<file path="config.mk">
export PLATFORM = sky130hd
export DESIGN_NAME = packet_header_event_classifier_flat
export DESIGN_NICKNAME = d
export VERILOG_FILES = /design/src/rtl/phec_pkg.sv /design/src/rtl/phec_if.sv /design/src/rtl/phec_parser.sv /design/src/rtl/phec_event_queue.sv /design/src/rtl/packet_header_event_classifier.sv /design/src/flat_wrapper.sv
export SDC_FILE = /design/constraint.sdc
export NUM_CORES = 1
export LEC_CHECK = 0
export BUFFER_PORTS_ARGS = -buffer_cell sky130_fd_sc_hd__buf_4
export CAP_MARGIN = 40
export CORE_ASPECT_RATIO = 1.1
export CORE_MARGIN = 3
export CORE_UTILIZATION = 42
export CTS_CLUSTER_DIAMETER = 120
export DETAILED_ROUTE_END_ITERATION = 8
export PLACE_DENSITY = 0.66
export SETUP_SLACK_MARGIN = 0.02
export SLEW_MARGIN = 20
export SYNTH_ARGS = -nofsm -noshare
export SYNTH_HDL_FRONTEND = slang
export SYNTH_SLANG_ARGS = --single-unit
</file>
<file path="constraint.sdc">
create_clock -name clk -period 8 [get_ports clk]
set_clock_uncertainty 0.2 [all_clocks]
set_input_delay 1.2 -clock clk [delete_from_list [all_inputs] [get_ports clk]]
set_output_delay 1.2 -clock clk [all_outputs]
set_load 0.01 [all_outputs]
</file>
<file path="src/rtl/phec_pkg.sv">
`default_nettype none
// ----------------------------------------------------------------------------
// phec_pkg
// Shared types and constants of the packet header event classifier.
// ----------------------------------------------------------------------------
package phec_pkg;

	localparam logic [15:0] ETHERTYPE_IPV4 = 16'h0800;
	localparam logic [7:0]  PROTO_ICMP     = 8'd1;
	localparam logic [7:0]  PROTO_TCP      = 8'd6;
	localparam logic [7:0]  PROTO_UDP      = 8'd17;
	localparam logic [3:0]  IHL_MIN        = 4'd5;
	localparam logic [5:0]  TCP_FLAGS_SYN  = 6'h02;
	localparam logic [15:0] DNS_PORT_RESET = 16'd53;

	localparam logic [15:0] MARK_SYN     = 16'h5914;
	localparam logic [15:0] MARK_DNS_IN  = 16'hD145;
	localparam logic [15:0] MARK_ICMP    = 16'h1C3F;
	localparam logic [15:0] MARK_DNS_OUT = 16'hD146;
	localparam logic [15:0] MARK_EGRESS  = 16'hE600;
	localparam logic [15:0] MARK_GENERAL = 16'h0000;

	// configuration register indexes
	localparam logic [0:0] CFG_EGRESS_MODE = 1'b0;
	localparam logic [0:0] CFG_DNS_PORT    = 1'b1;
	localparam int         CFG_DATA_W      = 16;

	// event queue
	localparam int QUEUE_DEPTH = 4;

	typedef struct packed {
		logic [7:0] frame_byte;
		logic       frame_end;
	} frame_beat_t;

	typedef struct packed {
		logic [31:0] source_address;
		logic [31:0] dest_address;
		logic [15:0] source_port;
		logic [15:0] dest_port;
		logic [7:0]  ip_protocol;
		logic [15:0] marker;
		logic        last_in_run;
	} event_beat_t;

	// up to two events produced by one frame byte
	typedef struct packed {
		logic [1:0]  count;
		event_beat_t first;
		event_beat_t second;
	} event_push_t;

endpackage
`default_nettype wire

</file>
<file path="src/rtl/phec_if.sv">
`default_nettype none
// ----------------------------------------------------------------------------
// phec_if
// Valid/ready channels for frame bytes in and events out.
// ----------------------------------------------------------------------------
interface phec_frame_if;
	logic                 valid;
	logic                 ready;
	phec_pkg::frame_beat_t payload;

	modport source (output valid, output payload, input ready);
	modport sink (input valid, input payload, output ready);
endinterface

interface phec_event_if;
	logic                 valid;
	logic                 ready;
	phec_pkg::event_beat_t payload;

	modport source (output valid, output payload, input ready);
	modport sink (input valid, input payload, output ready);
endinterface
`default_nettype wire

</file>
<file path="src/rtl/phec_parser.sv">
`default_nettype none
// ----------------------------------------------------------------------------
// phec_parser
// Input register, header field capture and event classification per byte.
// ----------------------------------------------------------------------------
module phec_parser (
	input  wire logic                            clk,
	input  wire logic                            arst_n,
	input  wire logic                            cfg_wr_en,
	input  wire logic [0:0]                      cfg_index,
	input  wire logic [phec_pkg::CFG_DATA_W-1:0] cfg_data,
	phec_frame_if.sink                           frame_stream,
	input  wire logic                            room,
	output phec_pkg::event_push_t                push
);

	logic                  valid_s1;
	phec_pkg::frame_beat_t beat_s1;

	logic        egress_q;
	logic [15:0] dns_port_q;

	logic [6:0]  off_q;
	logic        done_q;
	logic [7:0]  et_hi_q;
	logic [3:0]  hw_q;
	logic [7:0]  proto_q;
	logic [31:0] src_q;
	logic [31:0] dst_q;
	logic [15:0] sp_q;
	logic [15:0] dp_q;
	logic [5:0]  flags_q;

	logic        step;
	logic        live;
	logic [7:0]  b;
	logic [6:0]  l4;
	logic [6:0]  rel;
	logic        done_a;
	logic        done_b;
	logic        at33;
	logic        icmp_hit;
	logic        l4_live;
	logic        udp_hit;
	logic        tcp_hit;
	logic        special;
	logic [15:0] main_mark;
	logic [15:0] spec_mark;
	logic [31:0] src_nxt;
	logic [31:0] dst_nxt;
	phec_pkg::event_beat_t ev0;
	phec_pkg::event_beat_t ev1;

	assign step               = valid_s1 && room;
	assign live               = step && !done_q;
	assign frame_stream.ready = !valid_s1 || room;
	assign b                  = beat_s1.frame_byte;
	assign l4                 = 7'd14 + {1'b0, hw_q, 2'b00};
	assign rel                = off_q - l4;

	always_comb begin
		done_a = done_q
			|| (off_q == 7'd13 && {et_hi_q, b} != phec_pkg::ETHERTYPE_IPV4)
			|| (off_q == 7'd14 && b[3:0] < phec_pkg::IHL_MIN);
		at33 = !done_a && off_q == 7'd33;
		icmp_hit = at33 && proto_q == phec_pkg::PROTO_ICMP && !egress_q;
		done_b = done_a || (at33 && (icmp_hit
			|| (proto_q != phec_pkg::PROTO_TCP && proto_q != phec_pkg::PROTO_UDP)));
		l4_live = !done_b && off_q > 7'd33 && off_q >= l4;
		udp_hit = live && l4_live && proto_q == phec_pkg::PROTO_UDP && rel == 7'd7;
		tcp_hit = live && l4_live && proto_q == phec_pkg::PROTO_TCP && rel == 7'd19;

		src_nxt = (off_q >= 7'd26 && off_q <= 7'd29) ? {src_q[23:0], b} : src_q;
		dst_nxt = (off_q >= 7'd30 && off_q <= 7'd33) ? {dst_q[23:0], b} : dst_q;

		main_mark = egress_q ? phec_pkg::MARK_EGRESS : phec_pkg::MARK_GENERAL;
		if (proto_q == phec_pkg::PROTO_UDP) begin
			spec_mark = egress_q ? phec_pkg::MARK_DNS_OUT : phec_pkg::MARK_DNS_IN;
			special   = egress_q ? (dp_q == dns_port_q)
				: (sp_q == dns_port_q || dp_q == dns_port_q);
		end else begin
			spec_mark = phec_pkg::MARK_SYN;
			special   = !egress_q && flags_q == phec_pkg::TCP_FLAGS_SYN;
		end

		ev0.source_address = src_nxt;
		ev0.dest_address   = dst_nxt;
		ev0.ip_protocol    = proto_q;
		ev0.source_port    = icmp_hit ? 16'd0 : sp_q;
		ev0.dest_port      = icmp_hit ? 16'd0 : dp_q;
		ev0.marker         = icmp_hit ? phec_pkg::MARK_ICMP
			: (special ? spec_mark : main_mark);
		ev0.last_in_run    = icmp_hit || !special;

		ev1                = ev0;
		ev1.marker         = main_mark;
		ev1.last_in_run    = 1'b1;

		push.first  = ev0;
		push.second = ev1;
		if (live && icmp_hit) begin
			push.count = 2'd1;
		end else if (udp_hit || tcp_hit) begin
			push.count = special ? 2'd2 : 2'd1;
		end else begin
			push.count = 2'd0;
		end
	end

	always_ff @(posedge clk or negedge arst_n) begin
		if (!arst_n) begin
			valid_s1   <= 1'b0;
			egress_q   <= 1'b0;
			dns_port_q <= phec_pkg::DNS_PORT_RESET;
			off_q      <= 7'd0;
			done_q     <= 1'b0;
		end else begin
			if (frame_stream.ready) begin
				valid_s1 <= frame_stream.valid;
			end
			if (cfg_wr_en) begin
				case (cfg_index)
					phec_pkg::CFG_EGRESS_MODE: egress_q <= cfg_data[0];
					phec_pkg::CFG_DNS_PORT:    dns_port_q <= cfg_data;
					default: ;
				endcase
			end
			if (step) begin
				if (beat_s1.frame_end) begin
					off_q  <= 7'd0;
					done_q <= 1'b0;
				end else if (live) begin
					done_q <= done_b || udp_hit || tcp_hit;
					if (off_q != 7'd127) begin
						off_q <= off_q + 7'd1;
					end
				end
			end
		end
	end

	// header fields: always written before they are read within a frame
	always_ff @(posedge clk) begin
		if (frame_stream.ready && frame_stream.valid) begin
			beat_s1 <= frame_stream.payload;
		end
		if (live) begin
			src_q <= src_nxt;
			dst_q <= dst_nxt;
			if (off_q == 7'd12) begin
				et_hi_q <= b;
			end
			if (off_q == 7'd14) begin
				hw_q <= b[3:0];
			end
			if (off_q == 7'd23) begin
				proto_q <= b;
			end
			if (l4_live && (rel == 7'd0 || rel == 7'd1)) begin
				sp_q <= {sp_q[7:0], b};
			end
			if (l4_live && (rel == 7'd2 || rel == 7'd3)) begin
				dp_q <= {dp_q[7:0], b};
			end
			if (l4_live && rel == 7'd13) begin
				flags_q <= b[5:0];
			end
		end
	end

	a_no_event_when_done: assert property (@(posedge clk) disable iff (!arst_n)
		push.count != 2'd0 |-> valid_s1 && !done_q && room)
		else $error("event from a finished frame");

	a_done_after_event: assert property (@(posedge clk) disable iff (!arst_n)
		push.count != 2'd0 |=> done_q || off_q == 7'd0)
		else $error("frame not closed after its events");

	a_count_range: assert property (@(posedge clk) disable iff (!arst_n)
		push.count != 2'd3)
		else $error("more than two events for one byte");

endmodule
`default_nettype wire

</file>
<file path="src/rtl/phec_event_queue.sv">
`default_nettype none
// ----------------------------------------------------------------------------
// phec_event_queue
// Small register queue that takes up to two events a cycle while it has room for two, drains one beat.
// ----------------------------------------------------------------------------
module phec_event_queue (
	input  wire logic                  clk,
	input  wire logic                  arst_n,
	input  wire phec_pkg::event_push_t push,
	output logic                       room,
	phec_event_if.source               event_stream
);

	localparam int PTR_W = $clog2(phec_pkg::QUEUE_DEPTH);
	localparam int CNT_W = $clog2(phec_pkg::QUEUE_DEPTH + 1);

	phec_pkg::event_beat_t entry_q [phec_pkg::QUEUE_DEPTH];
	logic [PTR_W-1:0]      wr_ptr_q;
	logic [PTR_W-1:0]      rd_ptr_q;
	logic [CNT_W-1:0]      count_q;
	logic                  pop;

	assign room                 = count_q <= CNT_W'(phec_pkg::QUEUE_DEPTH - 2);
	assign event_stream.valid   = count_q != '0;
	assign event_stream.payload = entry_q[rd_ptr_q];
	assign pop                  = event_stream.valid && event_stream.ready;

	always_ff @(posedge clk or negedge arst_n) begin
		if (!arst_n) begin
			wr_ptr_q <= '0;
			rd_ptr_q <= '0;
			count_q  <= '0;
		end else begin
			wr_ptr_q <= wr_ptr_q + PTR_W'(push.count);
			if (pop) begin
				rd_ptr_q <= rd_ptr_q + PTR_W'(1);
			end
			count_q <= count_q + CNT_W'(push.count) - CNT_W'(pop);
		end
	end

	always_ff @(posedge clk) begin
		if (push.count != 2'd0) begin
			entry_q[wr_ptr_q] <= push.first;
		end
		if (push.count == 2'd2) begin
			entry_q[wr_ptr_q + PTR_W'(1)] <= push.second;
		end
	end

	a_no_overflow: assert property (@(posedge clk) disable iff (!arst_n)
		push.count != 2'd0 |-> room)
		else $error("event queue overflow");

	a_count_bound: assert property (@(posedge clk) disable iff (!arst_n)
		count_q <= CNT_W'(phec_pkg::QUEUE_DEPTH))
		else $error("event queue count out of range");

	a_hold_beat: assert property (@(posedge clk) disable iff (!arst_n)
		event_stream.valid && !event_stream.ready
		|=> event_stream.valid && $stable(event_stream.payload))
		else $error("event beat changed while stalled");

endmodule
`default_nettype wire

</file>
<file path="src/rtl/packet_header_event_classifier.sv">
`default_nettype none
// ----------------------------------------------------------------------------
// packet_header_event_classifier
// Parses Ethernet/IPv4/TCP/UDP headers from a byte stream and emits events.
// ----------------------------------------------------------------------------
// frame_stream takes one frame byte per beat, frame_end on the last byte.
// event_stream gives one event per beat; last_in_run marks the final event
// caused by a byte (at most two per byte, at most one run per frame).
// cfg_wr_en/cfg_index/cfg_data write egress_mode (index 0) and
// dns_port_number (index 1); write them while no frame is in flight.
// Throughput: one byte per cycle while the queue has room. Each byte
// passes an input register, then the header logic pushes its events into a
// four-entry queue, whose head drives event_stream.
// A byte is held in the input register only while the queue has fewer than
// two free entries, so a stalled receiver backs up into frame_stream after
// the queue fills.
// Reset clears the parser to the start of a frame, sets ingress rules and
// DNS port 53, and empties the queue.
// ----------------------------------------------------------------------------
module packet_header_event_classifier (
	input  wire logic                            clk,
	input  wire logic                            arst_n,
	input  wire logic                            cfg_wr_en,
	input  wire logic [0:0]                      cfg_index,
	input  wire logic [phec_pkg::CFG_DATA_W-1:0] cfg_data,
	phec_frame_if.sink                           frame_stream,
	phec_event_if.source                         event_stream
);

	phec_pkg::event_push_t push;
	logic                  room;

	phec_parser u_parser (
		.clk          (clk),
		.arst_n       (arst_n),
		.cfg_wr_en    (cfg_wr_en),
		.cfg_index    (cfg_index),
		.cfg_data     (cfg_data),
		.frame_stream (frame_stream),
		.room         (room),
		.push         (push)
	);

	phec_event_queue u_queue (
		.clk          (clk),
		.arst_n       (arst_n),
		.push         (push),
		.room         (room),
		.event_stream (event_stream)
	);

endmodule
`default_nettype wire

</file>
<file path="src/flat_wrapper.sv">
// flat-port wrapper written by rule: the top's interface ports become plain ports
module packet_header_event_classifier_flat 
  (clk, arst_n, cfg_wr_en, cfg_index, cfg_data, frame_stream_valid, frame_stream_payload, frame_stream_ready, event_stream_valid, event_stream_payload, event_stream_ready);
  phec_frame_if frame_stream_i ();
  phec_event_if event_stream_i ();
  input  wire logic clk;
  input  wire logic arst_n;
  input  wire logic cfg_wr_en;
  input  wire logic [0:0] cfg_index;
  input  wire logic [phec_pkg::CFG_DATA_W-1:0] cfg_data;
  input wire logic [$bits(frame_stream_i.valid)-1:0] frame_stream_valid;
  input wire logic [$bits(frame_stream_i.payload)-1:0] frame_stream_payload;
  output wire logic [$bits(frame_stream_i.ready)-1:0] frame_stream_ready;
  output wire logic [$bits(event_stream_i.valid)-1:0] event_stream_valid;
  output wire logic [$bits(event_stream_i.payload)-1:0] event_stream_payload;
  input wire logic [$bits(event_stream_i.ready)-1:0] event_stream_ready;
  assign frame_stream_i.valid = frame_stream_valid;
  assign frame_stream_i.payload = frame_stream_payload;
  assign frame_stream_ready = frame_stream_i.ready;
  assign event_stream_valid = event_stream_i.valid;
  assign event_stream_payload = event_stream_i.payload;
  assign event_stream_i.ready = event_stream_ready;
  packet_header_event_classifier u_core (.clk(clk), .arst_n(arst_n), .cfg_wr_en(cfg_wr_en), .cfg_index(cfg_index), .cfg_data(cfg_data), .frame_stream(frame_stream_i), .event_stream(event_stream_i));
endmodule
</file>
==> metrics, run 1 <==
number of global-route vias before repair 15800; Max rail drop VDD roughly 0.20 mV; WL final 63.0 mm; fin worst setup slack 2630 ps; number of synthesized flops with an enable pin 563; Num CTS Buffers 60; layout cell share with drive strength beyond 1 22.0%; Max Slew Vio Count 0; Mapped Avg Cell Area about 15 µm²; RR Startpoint u_core.u_parser.off_q[2]; Synth area leader edfxtp_1; critical path class flip-flop to flip-flop; period utilisation layout 67.1%; ant diodes 0; Layout area overhead 16.3%; CTS clk-pin slew, worst paths 60 ps; Fmax 0.186 GHz; crit path capture u_core.u_queue.entry_q[3][110]; die area about 66000 µm²; reg2reg path depth 9; Critical Path Source u_core.u_parser.off_q[2]; Post-Route Setup TNS 0 ps; Post-CTS Setup Bufs 0; final routed wire length divided by cell count 22.4 µm; DR vias 15100; reg-to-reg slack, setup 2630 ps; first-pass iteration count of the detailed router 5; Die Y-Extent around 270 µm; htree depth 2; GPL Wtd Cong 0.862; initial DRC count roughly 1400; Hold Crit Class flip-flop to flip-flop; Port Buffers 152; FF-to-FF End u_core.u_queue.entry_q[3][110]; Min Hold Slack ~270 ps; number of remaining DRC errors 0; core area a little over 60000 µm²; Root Driver clkbuf_16; Leak Pwr 11.4 nW; Post-Place Setup Slack 2680 ps; ys async rst share 5.25%; CTS tree yes; Critical Path AT 5410 ps; Num Clock Sinks 628; post-synth cell types 71; antenna-violating nets left 0; Syn Inst Count 1777; Vias/cell 5.38; clock latency on the worst-skew pair 640 ps; unrepaired setup endpoints after global routing no; top post-synthesis cells by area edfxtp_1, mux4_2, nor2_1; clock buffer depth 3; first-pass GRT wire length 97.7 mm; global route overflow 0; area of the mapped netlist 26500 µm²; final hold vios 0; crit-path max cell delay 700 ps; minimum clock period 5370 ps; status completed; crit path max fanout 48; worst path required time 8040 ps; max_slew headroom 43.4%; Slew @ Worst Pin 844 ps; Synth Register Bits 628; number of antenna violations at the first check in global routing 0; Primary FF master, synth edfxtp_1; Seq/Total Area, Yosys 69.3%; CTS resizes 0; Worst setup EP type flip-flop; commonest non-fill, non-tap cells in the layout edfxtp_1, nor2_1, buf_4; final setup violation count 0; startpoint types flip-flop; row count 95; largest net degree at the start of global routing 72; Die Wd 246 µm; post-cts hold buffer count 0; DP HPWL 39.9 mm; max cap viols 0; Synth top area share 63.8%; GRT Overall Usage 19.2%; most common cell after layout, fill and taps aside edfxtp_1; Synthesis Warnings 0; Initial Utilization 42.9%; Ports 154; cell area power density between 200 and 300 nW/µm²; CP Cell Sequence ha_1, a211oi_2, nor2_1, or4b_4, a2111o_1, nand2_1, nand3_4, inv_4, buf_4; Critical-path top delay cell inv_4; Final #Nets 1991
==> final cells by class <==
class	count	area, µm²
Sequential cell	628	18400
Fill cell	5170	31000
Clock inverter	36	353
Clock buffer	75	1610
Tap cell	824	1030
Timing Repair Buffer	186	1640
Multi-Input combinational cell	984	7490
Inverter	83	322
==> kinds of logic (layout without fill, tap and decap cells) <==
group	after synthesis	count (layout)	share of synthesized area (%)
xor+xnor	46	46	1.52
mux	196	196	13.0
buf+inv	181	380	2.93
other cells	1	17	0.0141
simple gates	613	613	9.88
compound gates	95	95	2.51
fa+ha+maj	17	17	0.859
flops	628	628	69.3
==> registers in the layout, indices dropped and copies added, names as in the netlist <==
register and count:
u_core.u_parser.src_q 32, u_core.u_parser.b 8, u_core.u_queue.wr_ptr_q 2, u_core.u_queue.count_q 3, u_core.u_parser.et_hi_q 8, u_core.u_parser.hw_q 4, u_core.u_parser.proto_q 8, u_core.u_parser.beat_s1 1
u_core.u_parser.done_q 1, u_core.u_queue.entry_q 464, u_core.u_queue.rd_ptr_q 2, u_core.u_parser.dst_q 32, u_core.u_parser.sp_q 16, u_core.u_parser.dp_q 16, u_core.u_parser.flags_q 6, u_core.u_parser.egress_q 1
u_core.u_parser.off_q 7, u_core.u_parser.valid_s1 1, u_core.u_parser.dns_port_q 16
==> power breakdown <==
part / switching (mW) / leakage [nW] / total, mW / internal, mW
logic: 0.978 / 4.84 / 1.89 / 0.914
clock network: 1.22 / 0.944 / 2.81 / 1.59
registers: 0.185 / 5.66 / 3.83 / 3.64
==> stage by stage <==
stage               cells  utilization, %  area [µm²]  power [mW]
floorplan            1793               -       26600        4.89
global placement     2689            46.1       28500        5.81
detailed placement   2704            46.7       28900        5.85
CTS                  2815            49.9       30800        8.65
global route         2816            49.9       30800        8.87
finish               2816            49.9       30800        8.53
==> cell usage after synthesis, drive strengths merged, types with 21 or more instances <==
library cell	count
dfxtp	32
buf	47
nor2	435
mux4	116
nand2	72
xnor2	30
dfrtp	29
o21ai	21
edfxtp	563
inv	83
a21oi	23
clkbuf	51
mux2i	64
==> worst max-delay path, delay by kind of cell (launching register included) <==
family / cells / cell delay (ps)
compound gates: 2 / 890
flops: 1 / 640
simple gates: 4 / 1390
buf+inv: 2 / 1380
fa+ha+maj: 1 / 350
==> worst min path at each step <==
stage                                 startpoint                           end  slack [ps]  cells after the start
floorplan           u_core.u_queue.entry_q[2][2]  u_core.u_queue.entry_q[2][2]         220                      2
global placement    u_core.u_queue.entry_q[3][3]  u_core.u_queue.entry_q[3][3]         230                      2
detailed placement  u_core.u_queue.entry_q[0][2]  u_core.u_queue.entry_q[0][2]         250                      1
CTS                 u_core.u_queue.entry_q[1][9]  u_core.u_queue.entry_q[1][9]         260                      2
global route        u_core.u_queue.entry_q[0][7]  u_core.u_queue.entry_q[0][7]         290                      1
finish              u_core.u_queue.entry_q[1][9]  u_core.u_queue.entry_q[1][9]         270                      2
==> routing by layer <==
metal | wire, µm | up-vias | part of all wire, % | global-route usage [%]
li1 | - | 6819 | - | -
met3 | 3290 | 93 | 5.2 | 2.94
met5 | 0 | - | 0 | 0
met1 | 26500 | 7780 | 42 | 25.8
met2 | 31900 | 456 | 51 | 32.8
met4 | 1370 | 0 | 2.2 | 4.76
Note: power is estimated with default switching activity, not from simulation.
==> run 2, diff against run 1 <==
ABC_AREA = 1   (was not set)
PLACE_DENSITY = 0.65   (was 0.66)
clock period = 5.11 ns   (was 8 ns; I/O delays follow)
==> metrics, run 2 <==
status completed; Inst Count DP 3565 (+32%); ant diodes 0 (unchanged); Largest Register u_core.u_queue.entry_q; internal power 10.5 mW (+70%); Final Non-Filler Cells 3689 (+31%); Vias/cell 5.31 (-1.3%); Synth top area share 61.6% (-2.1 points); top post-synthesis cells by area edfxtp_1, nor2_1, o21ai_0; Commonest cells post-synth nor2_1, edfxtp_1, o21ai_0; global route overflow 0 (unchanged); Initial Utilization 42.7% (-0.16 points); htree depth 3 (+1); Highest Signal Layer met4; Synth Register Bits 628 (unchanged); CP Cell Sequence buf_4, buf_4, o21ai_0, o22ai_1, buf_4; Fmax about 0.24 GHz; Die Wd 250 µm (+1.7%); final routed wire length divided by cell count 19.8 µm (-11%); number of synthesized flops with an enable pin 563 (unchanged); Syn Inst Count 2663 (+50%); Mapped Avg Cell Area 10.3 µm² (-31%); DP HPWL 42.8 mm (+7.3%); Sw Share 34.2% (+6.2 points); startpoint types flip-flop; GRT Overall Usage 21.0% (+1.9 points); max cap viols 0 (unchanged); CTS tree yes; min-delay src frame_stream_payload[0]; first-pass GRT wire length 112 mm (+14%); cell area power density 502 nW/µm² (+81%); Critical-path top delay cell buf_4; Ports 154 (unchanged); crit path max fanout 60 (+25%); Die Y-Extent 274 µm (+1.7%); Slew @ Worst Pin 1130 ps (+284 ps); clock share of power 29.9% (-3.1 points); cell mode on critical path buf_4; Synth area leader edfxtp_1; first-pass iteration count of the detailed router 5 (unchanged); Largest regs u_core.u_queue.entry_q: 464 flops, u_core.u_parser.dst_q: 32 flops, u_core.u_parser.src_q: 32 flops; CTS clk-pin slew, worst paths 60 ps (about the same); Layout area overhead 15.4%; antenna-violating nets left 0 (unchanged); met3 wire len 4.55 mm (+38%); largest net degree at the start of global routing 232 (+220%); crit-path max cell delay 750 ps (+50 ps); Num Clock Sinks 628 (unchanged); Min Hold Slack 144 ps (-123 ps); Seq/Total Area, Yosys 67.0% (-2.3 points); worst path required time 4140 ps (-3900 ps); Post-Route Setup TNS 0 ps (unchanged); GPL Wtd Cong 0.854 (-0.95%); Worst setup EP type primary output; number of antenna violations at the first check in global routing 1 (+1); RR Startpoint u_core.u_parser.hw_q[0]; unrepaired setup endpoints after global routing no; max reg flops 464 (unchanged); number of remaining DRC errors 0 (unchanged); Total Power 15.9 mW (+86%); Critical Path Source u_core.u_queue.rd_ptr_q[1]; clock buffer depth 3 (unchanged); post-synth cell types 45 (-37%); Max rail drop VDD 0.401 mV (+99%); final setup violation count 0 (unchanged); Combinational Power Share 30.9% (+8.7 points); row count 97 (+2.1%); CTS resizes 0 (unchanged); Met1 Routed Length 30.0 mm (+13%); most frequent cell after synthesis nor2_1; commonest non-fill, non-tap cells in the layout nor2_1, edfxtp_1, o21ai_0; Leak Pwr 12.6 nW (+11%); layout cell share with drive strength beyond 1 11.7% (-10 points); final hold vios 0 (unchanged); Critical Path AT 3260 ps (-2150 ps); WL final 73.2 mm (+16%); clock latency on the worst-skew pair 600 ps (-40 ps); core area 64200 µm² (+3.9%); area of the mapped netlist 27400 µm² (+3.5%); max_slew headroom 24.8% (-19 points); Primary FF master, synth edfxtp_1; Port Buffers 152 (unchanged); NetSw 5.43 mW (+130%); delay-heaviest family, CP buffers and inverters; final core occ 49.3% (-0.56 points); number of global-route vias before repair 19500 (+24%); initial DRC count 1829 (+34%); Root Driver clkbuf_16; DR vias 19600 (+29%); minimum clock period about 4200 ps; Hold Crit Class input port to flip-flop; most common cell after layout, fill and taps aside nor2_1; die area 68400 µm² (+3.4%); Num CTS Buffers 67 (+12%); critical path class flip-flop to primary output; WL met2 36.4 mm (+14%); Worst Path Buf+Inv 3 (+1); ys async rst share 5.25% (unchanged); Post-CTS Setup Bufs 0 (unchanged); Final #Nets 2845 (+43%); period utilisation layout 82.6%; Max Slew Vio Count 0 (unchanged); Synthesis Warnings 0 (unchanged); register share of total power 39.2% (-5.7 points)
==> run 2: power groups by stage <==
stage / combinational, mW / sequential (mW) / clock (mW)
floorplan: 2.73 / 6.21 / 0
global placement: 4.81 / 6.33 / 0
detailed placement: 4.92 / 6.33 / 0
CTS: 4.94 / 6.23 / 4.83
global route: 5.44 / 6.26 / 5.03
finish: 4.90 / 6.23 / 4.75
==> run 2: metrics by stage <==
stage               setup slack (ps)  area (µm²)
floorplan                        313       27500
global placement                1180       29400
detailed placement              1130       29500
CTS                              820       31600
global route                     754       31700
finish                           887       31700
==> run 2: what timing repair did <==
| item | in CTS | in global routing |
|---|---|---|
| setup endpoints to repair | 0 | 0 |
| hold buffers | 1 | 0 |
| endpoints found under the hold margin | 29 | 0 |
==> run 2: path summary, 6_finish.rpt <==
| check | end | slack [ps] | cells after the start |
|---|---|---|---|
| worst max-delay path | event_stream_payload[113] | 890 | 5 |
| worst min-delay path | u_core.u_parser.beat_s1[0] | 140 | 1 |
| worst max register to register | u_core.u_queue.entry_q[0][53] | 1120 | 19 |
| worst min register to register | u_core.u_queue.entry_q[2][1] | 240 | 2 |
| max in group asynchronous | u_core.u_parser.dns_port_q[5] | 3880 | 2 |
| min in group asynchronous | u_core.u_parser.valid_s1 | 470 | 2 |
==> run 2: cell type report <==
type	count	area, µm²
Inverter	251	955
Clock inverter	35	294
Tap cell	841	1050
Sequential cell	628	18400
Fill cell	5737	32500
Timing Repair Buffer	192	1640
Clock buffer	85	1830
Multi-Input combinational cell	1657	7510
==> run 2: worst register-to-register path, cell delays in order (launching register included) <==
cell and delay [ps]:
edfxtp_1 410, inv_1 60, ha_1 290, ha_1 370
nand2_1 80, nand2_1 80, inv_1 50, nand2_1 50
nand2_1 50, nand2_1 140, inv_1 60, nand3_1 70
nand2_1 70, nand4_1 110, nand2_2 110, nand3_1 240
nand2_4 390, clkinv_2 140, buf_4 600, nor2_1 140
==> run 2: logic make-up (layout without fill, tap and decap cells) <==
kind of cell | Yosys count | count (layout) | share of synthesized area (%)
other cells | 1 | 17 | 0.0137
flops | 628 | 628 | 67.0
simple gates | 1124 | 1124 | 16.1
xor+xnor | 13 | 13 | 0.465
compound gates | 484 | 484 | 9.50
buf+inv | 394 | 563 | 6.04
mux | 2 | 2 | 0.0821
fa+ha+maj | 17 | 17 | 0.830
==> run 2: per-layer routing <==
metal,up-vias,track usage [%]
li1,9234,-
met1,9564,26.4
met2,646,36.8
met3,136,3.32
met4,0,7.80
met5,-,0
==> run 3, diff against run 2 <==
PLACE_DENSITY = 0.68   (was 0.65)
clock period = 3.8 ns   (was 5.11 ns; I/O delays follow)
==> metrics, run 3 (same netlist as run 2, synthesis figures left out) <==
Total Power 21.8 mW (+37%); Hold Crit Class input port to flip-flop; final hold vios 0 (unchanged); Sw Share 34.0% (-0.22 points); die area 68400 µm² (unchanged); antenna-violating nets left 0 (unchanged); Fmax 0.282 GHz; global route overflow 0 (unchanged); max cap viols 0 (unchanged); reg-to-reg slack, setup 250 ps (-870 ps); critical path class flip-flop to flip-flop; Post-Route Setup TNS 0 ps (unchanged); row count 97 (unchanged); DR vias 19900 (+1.5%); Final #Nets 2897 (+1.8%); ant diodes 0 (unchanged); layout cell share with drive strength beyond 1 13.3% (+1.6 points); core area 64200 µm² (unchanged); startpoint types flip-flop; crit path max fanout 5 (-92%); CTS tree yes; htree depth 3 (unchanged); Die Y-Extent 274 µm (unchanged); Layout area overhead 18.3%; first-pass GRT wire length 114 mm (+1.8%); status completed; initial DRC count 1820 (-0.49%); Critical Path AT 3820 ps (+560 ps); worst path required time 4080 ps (-60 ps); Num CTS Buffers 66 (-1.5%); min-delay src cfg_data[6]; number of global-route vias before repair 19900 (+2.1%); clock buffer depth 3 (unchanged); clock latency on the worst-skew pair 610 ps (about the same); Vias/cell 5.32 (+0.14%); clock share of power 30.4% (+0.5 points); NetSw 7.40 mW (+36%); first-pass iteration count of the detailed router 5 (unchanged); Initial Utilization 42.7% (unchanged); number of remaining DRC errors 0 (unchanged); Slew @ Worst Pin 743 ps (-385 ps); Hold Path Depth 3 (+2); Max Slew Vio Count 0 (unchanged); DP HPWL 44.9 mm (+5.1%); largest net degree at the start of global routing 124 (-47%); Port Buffers 152 (unchanged); Worst setup EP type flip-flop; Combinational Power Share 31.3% (+0.4 points); Ports 154 (unchanged); Largest regs u_core.u_queue.entry_q: 464 flops, u_core.u_parser.dst_q: 32 flops, u_core.u_parser.src_q: 32 flops; WL final 74.3 mm (+1.6%); Min Hold Slack 31.4 ps (-112 ps); max reg flops 464 (unchanged); Leak Pwr 12.5 nW (-0.83%); GPL Wtd Cong 0.856 (+0.30%); max_slew headroom 49.9% (+25 points); GRT Overall Usage 21.3% (+0.28 points); Hold Path End u_core.u_parser.dns_port_q[6]; final routed wire length divided by cell count 19.9 µm (+0.21%); Largest Register u_core.u_queue.entry_q; number of antenna violations at the first check in global routing 0 (-1); RR Startpoint u_core.u_parser.hw_q[0]; internal power 14.4 mW (+37%); CTS clk-pin slew, worst paths 60 ps (about the same); Max rail drop VDD 0.458 mV (+14%); Die Wd 250 µm (unchanged); reg2reg path depth 18 (-1); unrepaired setup endpoints after global routing yes; commonest non-fill, non-tap cells in the layout nor2_1, edfxtp_1, o21ai_0; layout filler cell count 5534 (-3.5%); minimum clock period around 3500 ps; period utilisation layout 93.4%; Num Clock Sinks 628 (unchanged); FF-to-FF End u_core.u_queue.count_q[2]; final setup violation count 0 (unchanged); register share of total power 38.3% (-0.9 points); Root Driver clkbuf_16; most common cell after layout, fill and taps aside nor2_1; final core occ 50.6% (+1.2 points); cell area power density 670 nW/µm² (+34%)
==> run 3: changes by cell type in the layout (fill, tap and decap cells not counted), moves of 4 or more <==
cell | previous run | this run
dlygate4sd3_1 | 1 | 15
nand2_8 | 0 | 4
buf_4 | 173 | 197
clkinv_1 | 15 | 6
buf_12 | 11 | 26
clkinvlp_4 | 1 | 6
==> run 3: what timing repair did <==
action	in CTS	in global routing
buffers inserted	0	5
setup endpoints to repair	0	519
endpoints found under the hold margin	43	0
resized for setup	0	9
hold buffers	15	0
==> run 3: worst max-delay path by stage <==
stage	to	startpoint
floorplan	u_core.u_queue.entry_q[1][93]	u_core.u_queue.count_q[0]
global placement	u_core.u_queue.count_q[2]	u_core.u_parser.hw_q[0]
detailed placement	u_core.u_queue.count_q[2]	u_core.u_parser.hw_q[0]
CTS	u_core.u_queue.count_q[2]	u_core.u_parser.hw_q[0]
global route	u_core.u_queue.entry_q[0][73]	u_core.u_parser.hw_q[0]
finish	u_core.u_queue.count_q[2]	u_core.u_parser.hw_q[0]
==> run 3: stage by stage <==
step | setup slack (ps) | instances | cell area (µm²)
finish | 252 | 3740 | 32500
global route | 9.52 | 3740 | 32500
global placement | 219 | 3597 | 29900
floorplan | -88.9 | 2679 | 27600
CTS | 127 | 3733 | 32400
detailed placement | 160 | 3600 | 30000
==> run 3: per-layer routing <==
layer  GRT usage [%]  vias to the layer above  share of wire [%]
li1                -                     9329                  -
met1            27.2                     9702                 41
met2            37.4                      716                 50
met3            3.17                      132                6.3
met4            7.09                        0                2.9
met5               0                        -                  0
==> run 3: layout make-up <==
type | count | area (µm²) | area share [%]
multi-input combinational | 1658 | 7590 | 23.4
timing repair buffer | 244 | 2270 | 6.99
sequential | 628 | 18400 | 56.6
tap | 841 | 1050 | 3.24
clock inverter | 33 | 363 | 1.12
inverter | 251 | 961 | 2.96
clock buffer | 85 | 1840 | 5.67
==> run 3: power by group through the flow <==
| stage | combinational (mW) | sequential [mW] | clock [mW] |
|---|---|---|---|
| detailed placement | 6.83 | 8.47 | 0 |
| floorplan | 3.67 | 8.35 | 0 |
| CTS | 6.89 | 8.33 | 6.71 |
| global route | 7.49 | 8.38 | 6.98 |
| global placement | 6.68 | 8.46 | 0 |
| finish | 6.80 | 8.34 | 6.62 |
==> run 3: critical path, stage by stage (launching register included) <==
cell and delay [ps]:
edfxtp_1 400, inv_1 70, ha_1 220, xor2_1 170, ha_1 360, nand2_1 90
inv_1 80, nand2_1 70, nor3_2 100, nor2_1 80, nor2_2 170, nand4_1 130
nand2_2 170, nand2_2 80, ha_1 270, inv_1 40, ha_1 200, fa_2 390
xnor2_1 130
